**src/hw/rtl/vdd_pkg.sv**
```systemverilog
// vdd_pkg: shared constants, mode codes and controller/datapath interface types
// for the vector distance and dot product block. depends on nothing.

package vdd_pkg;

   localparam int COMPONENT_WIDTH_DEF = 16;
   localparam int ACC_WIDTH           = 42;
   localparam int CSR_WIDTH           = 2;

   localparam logic [CSR_WIDTH-1:0] MODE_DIST = 2'd0;
   localparam logic [CSR_WIDTH-1:0] MODE_DOT  = 2'd1;
   localparam logic [CSR_WIDTH-1:0] MODE_NORM = 2'd2;

   typedef struct packed {
      logic accept;       // input beat taken this cycle
      logic finish;       // close the vector held in the term stage
      logic root_step;    // one square root iteration
   } cmd_type;

   typedef struct packed {
      logic last_pending; // term stage holds the closing term
      logic needs_root;   // that term was taken in distance or norm mode
      logic root_last;    // current iteration is the final one
   } status_type;

endpackage

```
**src/hw/rtl/vdd_datapath.sv**
```systemverilog
// vdd_datapath: mode register, shared multiplier, term stage, accumulator,
// iterative square root and result register. depends on vdd_pkg.

module vdd_datapath #(
   parameter int COMPONENT_WIDTH = vdd_pkg::COMPONENT_WIDTH_DEF
) (
   input  logic                                   clock,
   input  logic                                   reset,
   input  logic                                   csr_we,
   input  logic [vdd_pkg::CSR_WIDTH-1:0]          csr_wdata,
   input  logic signed [COMPONENT_WIDTH-1:0]      comp_a,
   input  logic signed [COMPONENT_WIDTH-1:0]      comp_b,
   input  logic                                   last,
   input  vdd_pkg::cmd_type                       cmd,
   output vdd_pkg::status_type                    status,
   output logic [vdd_pkg::ACC_WIDTH-1:0]          result
);
   import vdd_pkg::*;

   localparam int OP_W   = COMPONENT_WIDTH + 1;
   localparam int PROD_W = 2 * OP_W;

   logic [CSR_WIDTH-1:0]      op_mode_ff, op_mode_in;
   logic signed [OP_W-1:0]    ext_a, ext_b, diff, op_x, op_y;
   logic signed [PROD_W-1:0]  product;

   logic                      term_valid_ff, term_valid_in;
   logic                      term_last_ff, term_last_in;
   logic                      term_root_ff, term_root_in;
   logic [ACC_WIDTH-1:0]      term_ff, term_in;
   logic [ACC_WIDTH-1:0]      acc_ff, acc_in;
   logic [ACC_WIDTH-1:0]      sum;

   logic [ACC_WIDTH-1:0]      rem_ff, rem_in;
   logic [ACC_WIDTH-1:0]      root_ff, root_in;
   logic [ACC_WIDTH-1:0]      bit_ff, bit_in;
   logic [ACC_WIDTH-1:0]      trial, root_next;
   logic                      fits;
   logic [ACC_WIDTH-1:0]      result_ff, result_in;

   assign ext_a = OP_W'(comp_a);
   assign ext_b = OP_W'(comp_b);
   assign diff  = ext_a - ext_b;

   always_comb begin
      unique case (op_mode_ff)
         MODE_DIST: begin
            op_x = diff;
            op_y = diff;
         end
         MODE_DOT: begin
            op_x = ext_a;
            op_y = ext_b;
         end
         default: begin
            op_x = ext_a;
            op_y = ext_a;
         end
      endcase
   end

   assign product = op_x * op_y;
   assign sum     = acc_ff + term_ff;

   // one restoring square root step, two bits of the radicand per cycle while root_step is set
   assign trial     = root_ff + bit_ff;
   assign fits      = rem_ff >= trial;
   assign root_next = fits ? ((root_ff >> 1) + bit_ff) : (root_ff >> 1);

   always_comb begin
      op_mode_in    = csr_we ? csr_wdata : op_mode_ff;
      term_valid_in = cmd.accept || (term_valid_ff && term_last_ff && !cmd.finish);
      term_last_in  = term_last_ff;
      term_root_in  = term_root_ff;
      term_in       = term_ff;
      acc_in        = acc_ff;
      rem_in        = rem_ff;
      root_in       = root_ff;
      bit_in        = bit_ff;
      result_in     = result_ff;

      if (cmd.accept) begin
         term_in      = ACC_WIDTH'(product);
         term_last_in = last;
         term_root_in = (op_mode_ff != MODE_DOT);
      end

      if (term_valid_ff && !term_last_ff) begin
         acc_in = sum;
      end

      if (cmd.finish) begin
         acc_in = '0;
         if (term_root_ff) begin
            rem_in  = sum;
            root_in = '0;
            bit_in  = ACC_WIDTH'(1) << (ACC_WIDTH - 2);
         end else begin
            result_in = sum;
         end
      end

      if (cmd.root_step) begin
         rem_in  = fits ? (rem_ff - trial) : rem_ff;
         root_in = root_next;
         bit_in  = bit_ff >> 2;
         if (bit_ff[0]) begin
            result_in = root_next;
         end
      end
   end

   always_ff @(posedge clock) begin
      if (reset) begin
         op_mode_ff    <= MODE_DIST;
         term_valid_ff <= 1'b0;
         acc_ff        <= '0;
      end else begin
         op_mode_ff    <= op_mode_in;
         term_valid_ff <= term_valid_in;
         acc_ff        <= acc_in;
      end
   end

   always_ff @(posedge clock) begin
      term_last_ff <= term_last_in;
      term_root_ff <= term_root_in;
      term_ff      <= term_in;
      rem_ff       <= rem_in;
      root_ff      <= root_in;
      bit_ff       <= bit_in;
      result_ff    <= result_in;
   end

   assign status.last_pending = term_valid_ff & term_last_ff;
   assign status.needs_root   = term_root_ff;
   assign status.root_last    = bit_ff[0];
   assign result              = result_ff;

endmodule

```
**src/hw/rtl/vdd_ctrl.sv**
```systemverilog
// vdd_ctrl: sequencing of beat intake, square root iterations and result
// handoff. depends on vdd_pkg.

module vdd_ctrl (
   input  logic                 clock,
   input  logic                 reset,
   input  logic                 req_valid,
   output logic                 req_stall,
   output logic                 rsp_valid,
   input  logic                 rsp_stall,
   input  vdd_pkg::status_type  status,
   output vdd_pkg::cmd_type     cmd
);
   import vdd_pkg::*;

   localparam logic [1:0] ST_RUN  = 2'd0;
   localparam logic [1:0] ST_ROOT = 2'd1;

   logic [1:0] state_ff, state_in;
   logic       rsp_valid_ff, rsp_valid_in;
   logic       rsp_free;
   logic       result_write;

   assign req_stall = (state_ff != ST_RUN) || status.last_pending;
   assign rsp_valid = rsp_valid_ff;
   // output register empty or emptied at this edge
   assign rsp_free  = !rsp_valid_ff || !rsp_stall;

   always_comb begin
      state_in      = state_ff;
      cmd.accept    = req_valid && !req_stall;
      cmd.finish    = 1'b0;
      cmd.root_step = 1'b0;
      result_write  = 1'b0;
      unique case (state_ff)
         ST_RUN: begin
            if (status.last_pending) begin
               if (status.needs_root) begin
                  cmd.finish = 1'b1;
                  state_in   = ST_ROOT;
               end else if (rsp_free) begin
                  cmd.finish   = 1'b1;
                  result_write = 1'b1;
               end
            end
         end
         ST_ROOT: begin
            if (!status.root_last) begin
               cmd.root_step = 1'b1;
            end else if (rsp_free) begin
               cmd.root_step = 1'b1;
               result_write  = 1'b1;
               state_in      = ST_RUN;
            end
         end
         default: begin
            state_in = ST_RUN;
         end
      endcase
      rsp_valid_in = result_write || (rsp_valid_ff && rsp_stall);
   end

   always_ff @(posedge clock) begin
      if (reset) begin
         state_ff     <= ST_RUN;
         rsp_valid_ff <= 1'b0;
      end else begin
         state_ff     <= state_in;
         rsp_valid_ff <= rsp_valid_in;
      end
   end

endmodule

```
**src/hw/rtl/vector_distance_dot.sv**
```systemverilog
// vector_distance_dot: top level, joins the controller and the datapath.
// depends on vdd_pkg, vdd_ctrl and vdd_datapath.
//
// usage
//   req channel: one beat per component pair (req_comp_a, req_comp_b, signed
//   Q7.8); req_last closes the vector. rsp channel: one beat per vector,
//   rsp_result = dot product in Q.16 (mode 1) or floor square root of the
//   accumulated squares in Q.8 (mode 0 distance, modes 2 and 3 norm of a).
//   csr_we/csr_wdata set the mode; write only while no beat is in flight.
//   a mode change inside a vector applies to the pairs that follow it.
// throughput: one pair per cycle inside a vector, set by the single
//   multiplier followed by one accumulator add.
// after the closing beat its term waits in the term stage, then the final sum
//   goes to the result register for a dot product, or for distance and norm
//   through 21 square root iterations (one result bit each). req_stall is high
//   while the closing term waits and during the square root iterations.
// reset clears the mode to distance, the accumulator and all valids.
// while rsp_stall is high the result holds in the output register and pairs
//   of the next vector are still taken; its closing beat then holds req_stall
//   high until the output register is free.

module vector_distance_dot #(
   parameter int COMPONENT_WIDTH = vdd_pkg::COMPONENT_WIDTH_DEF
) (
   input  logic                                  clock,
   input  logic                                  reset,
   input  logic                                  csr_we,
   input  logic [vdd_pkg::CSR_WIDTH-1:0]         csr_wdata,
   input  logic                                  req_valid,
   output logic                                  req_stall,
   input  logic signed [COMPONENT_WIDTH-1:0]     req_comp_a,
   input  logic signed [COMPONENT_WIDTH-1:0]     req_comp_b,
   input  logic                                  req_last,
   output logic                                  rsp_valid,
   input  logic                                  rsp_stall,
   output logic signed [vdd_pkg::ACC_WIDTH-1:0]  rsp_result
);
   import vdd_pkg::*;

   cmd_type              cmd;
   status_type           status;
   logic [ACC_WIDTH-1:0] result;

   vdd_ctrl u_ctrl (
      .clock     (clock),
      .reset     (reset),
      .req_valid (req_valid),
      .req_stall (req_stall),
      .rsp_valid (rsp_valid),
      .rsp_stall (rsp_stall),
      .status    (status),
      .cmd       (cmd)
   );

   vdd_datapath #(
      .COMPONENT_WIDTH (COMPONENT_WIDTH)
   ) u_datapath (
      .clock     (clock),
      .reset     (reset),
      .csr_we    (csr_we),
      .csr_wdata (csr_wdata),
      .comp_a    (req_comp_a),
      .comp_b    (req_comp_b),
      .last      (req_last),
      .cmd       (cmd),
      .status    (status),
      .result    (result)
   );

   assign rsp_result = $signed(result);

endmodule

```
**config.mk**
```make
export PLATFORM = sky130hd
export DESIGN_NAME = vector_distance_dot
export DESIGN_NICKNAME = d
export VERILOG_FILES = /design/src/hw/rtl/vdd_pkg.sv /design/src/hw/rtl/vdd_datapath.sv /design/src/hw/rtl/vdd_ctrl.sv /design/src/hw/rtl/vector_distance_dot.sv
export SDC_FILE = /design/constraint.sdc
export NUM_CORES = 2
export LEC_CHECK = 0
export BUFFER_PORTS_ARGS = -buffer_cell sky130_fd_sc_hd__buf_4
export CAP_MARGIN = 25
export CELL_PAD_IN_SITES_DETAIL_PLACEMENT = 1
export CELL_PAD_IN_SITES_GLOBAL_PLACEMENT = 1
export CORE_ASPECT_RATIO = 1.2
export CORE_UTILIZATION = 50
export DETAILED_ROUTE_END_ITERATION = 12
export PLACE_DENSITY_LB_ADDON = 0.08
export SLEW_MARGIN = 0
export SYNTH_ARGS = -nofsm -noshare
export SYNTH_HDL_FRONTEND = slang
export SYNTH_HIERARCHICAL = 1
export SYNTH_SLANG_ARGS = --single-unit
```
**constraint.sdc**
```tcl
create_clock -name clock -period 13.23 [get_ports clock]
set_input_delay 2.646 -clock clock [delete_from_list [all_inputs] [get_ports clock]]
set_output_delay 2.646 -clock clock [all_outputs]
set_load 0.005 [all_outputs]
```
==> flow_metrics.py <==
metrics = {
    "sta": {
        "timing.final.hold_violations": 0,
        "fin_crit_sh": 0.833,
        "tns_ns": 0,
        "clock_skew_ns": 0.0339,
        "rsz0062_at_grt": "false",
        "slew_headroom": 0.222,
        "drv_slew": 0,
        "period_minus_slack_ns": 11.03,
        "worstMarginPinSlew_ns": 1.13,
        "fmax_mhz": 90.7,
        "setup_viol": 0,
        "whs_ns": 0.464,
    },
    "worst_setup_path": {
        "crit_path_start_kind": "input pin",
        "r2r_start": "u_datapath/op_mode_ff[0]",
        "cp.required_ns": 13.54,
        "arrival_ns": 11.34,
        "end_kind": "flip-flop",
        "cpPeakStageDelay_ns": 0.70,
        "cp_top_family": "adder cells",
        "crit_start": "req_comp_a[0]",
        "path_buf_inv": 7,
        "worstPathMaxFanout": 5,
        "crit_slowest_cell": "a221oi_1",
        "critPathKind": "input pin to flip-flop",
        "crit_path_frequent_cell": "fa_1",
    },
    "synthesis": {
        "synth-edff-count": 140,
        "ys_ff_latch": 230,
        "syn_avg_cell_area_um2": 8.65,
        "synth_cell_types": 80,
        "synth.net_count": 3840,
        "synth_warnings": 6,
        "async_flop_share": 0,
        "synthCells": 3273,
        "ys_seq_area_frac": 0.212,
        "yosys_most_used_dff": "edfxtp_1",
        "syn_area_um2": 28300,
    },
    "finish": {
        "regArea_um2": 6010,
        "multi_input_area_um2": 20500,
        "final_nets": 3876,
        "layout-drive-gt1-share": 0.0699,
        "finish.utilization": 0.549,
        "syn_to_final_growth_pct": 8.48,
        "fin_cells": 4059,
        "antenna_cells": 0,
        "fillCellCount": 6590,
    },
    "detailed_routing": {
        "num_vias": 24000,
        "drt_iter0_markers": 1196,
        "routed_wl_um": 90800,
        "drtAntennaViolNets": 0,
        "wl_per_cell_um": 22.4,
        "viasPerCell": 5.91,
        "drc": 0,
        "dr.pass1.iters": 5,
    },
    "grt": {
        "grt_max_degree": 63,
        "grt_pass1_wl_um": 144000,
        "grt_pass1_vias": 26500,
        "overflow": 0,
        "grt.total_usage": 0.320,
        "antenna_found_initial": 0,
    },
    "min_path": {
        "hold_start": "u_datapath/acc_ff[34]",
        "holdCritPathClass": "flip-flop to flip-flop",
    },
    "clock_tree": {
        "postCtsSetupRepairBufs": 0,
        "clock_latency_ns": 0.59,
        "htreeDepth": 1,
        "clk_pin_slew_worst_paths_ns": 0.06,
        "cts_tree": "done",
        "cts_buffers": 29,
        "clock_sinks": 230,
        "cts_resized": 0,
        "cts-root-buf": "clkbuf_16",
        "cts_hold_buf": 0,
        "cts_max_path_buffers": 3,
    },
    "floorplanning": {
        "dieArea_um2": 57600,
        "die_h_um": 263,
        "rows": 95,
        "io_pins": 84,
        "die_w_um": 219,
        "initial_core_util": 0.506,
        "core-area_um2": 56000,
    },
    "placed_design": {
        "place_hpwl_um": 73200,
        "gp_congestion": 0.974,
        "port_buffers": 83,
        "placed_cells": 4005,
    },
    "flow_run": {
        "max-cap-violations": 0,
    },
    "run_status": {
        "status": "complete, no violations",
    },
}
==> logic make-up after synthesis <==
kind of cell             after synthesis  synth area share
AND/OR/NAND/NOR                     1080             0.169
AO/OA/AOI/OAI                        678             0.154
adder cells (fa/ha/maj)              527             0.312
buffers and inverters                495            0.0667
flip-flops                           230             0.212
XOR/XNOR                             190            0.0588
multiplexers                          73            0.0264
==> layer usage <==
layer,global-route usage,vias up,share of wire
li1,-,11100,-
met1,0.374,12100,0.40
met2,0.579,564,0.51
met3,0.0208,222,0.033
met4,0.169,0,0.058
met5,0,-,0
==> worst reg2reg max path: stages (launching register included) <==
cell       delay (ns)
dfxtp_1          0.44
buf_4            0.26
nor2_2           0.09
buf_4            0.38
mux2i_1          0.99
nor2_1           0.17
fa_1             0.54
fa_1             0.54
inv_1            0.06
fa_1             0.50
inv_1            0.06
fa_1             0.54
inv_1            0.05
fa_1             0.47
inv_1            0.05
fa_1             0.43
ha_1             0.35
nand2_1          0.17
nor3b_1          0.07
a2111oi_0        0.69
a31oi_1          0.26
o22ai_1          0.31
o311a_1          0.28
a211oi_1         0.11
a21oi_1          0.19
xnor2_1          0.08
==> metrics by stage <==
stage	area (um2)	setup WS [ns]
3_5_place_dp	29700	1.64
5_1_grt	30700	1.64
2_1_floorplan	28300	2.81
4_1_cts	30700	2.22
3_3_place_gp	29700	1.89
6_report	30700	2.20
==> layout by cell type, fill, tap and decap left out, types with 78 or more instances in the layout <==
cell / netlist / final
a21oi_1: 175 / 175
buf_4: 3 / 124
dfxtp_1: 90 / 90
nor2_1: 326 / 322
fa_1: 300 / 300
inv_1: 373 / 372
xnor2_1: 116 / 116
edfxtp_1: 140 / 140
o21ai_0: 144 / 143
a21o_1: 78 / 78
nand2_1: 420 / 419
ha_1: 227 / 227
==> final cells by class <==
| type | instances | area share |
|---|---|---|
| multi-input cells | 2548 | 0.666 |
| clock inverters | 15 | 0.00444 |
| flip-flops and latches | 230 | 0.196 |
| repair buffers | 127 | 0.0313 |
| well taps | 727 | 0.0296 |
| inverters | 373 | 0.0456 |
| clock buffers | 39 | 0.0272 |
==> flip-flops by register name, summed over array words and instances, names as in the netlist <==
name / cells
u_datapath/term_ff: 34
u_datapath/op_mode_ff: 2
u_ctrl/rsp_valid: 1
u_datapath/root_ff: 42
u_datapath/term_root_ff: 1
u_datapath/rem_ff: 42
u_datapath/result: 42
u_datapath/bit_ff: 21
u_datapath/acc_ff: 42
u_datapath/term_valid_ff: 1
u_ctrl/state_ff: 1
u_datapath/term_last_ff: 1
==> Yosys cell counts, types with 47 or more instances <==
cell | instances | area share
ha_1 | 227 | 0.10
edfxtp_1 | 140 | 0.15
a21oi_1 | 175 | 0.031
nand2_1 | 420 | 0.056
nor3_1 | 62 | 0.011
and2_1 | 53 | 0.012
xnor2_1 | 116 | 0.036
mux2i_1 | 59 | 0.021
nand3_1 | 52 | 0.0092
xor2_1 | 74 | 0.023
inv_1 | 373 | 0.049
a31oi_1 | 47 | 0.010
dfxtp_1 | 90 | 0.064
o21ai_0 | 144 | 0.025
nor2_1 | 326 | 0.043
a21o_1 | 78 | 0.021
fa_1 | 300 | 0.21
clkbuf_1 | 105 | 0.014
==> worst paths after layout <==
kind	to	depth (start not counted)	slack [ns]
min reg2reg	u_datapath/acc_ff[34]	2	0.46
max	u_datapath/term_ff[32]	34	2.20
min	u_datapath/acc_ff[34]	2	0.46
max reg2reg	u_datapath/term_ff[32]	25	4.87
Power is left out: the tool's default activity adds up to more than one toggle a clock period on the data nets, which glitch-free logic cannot reach.
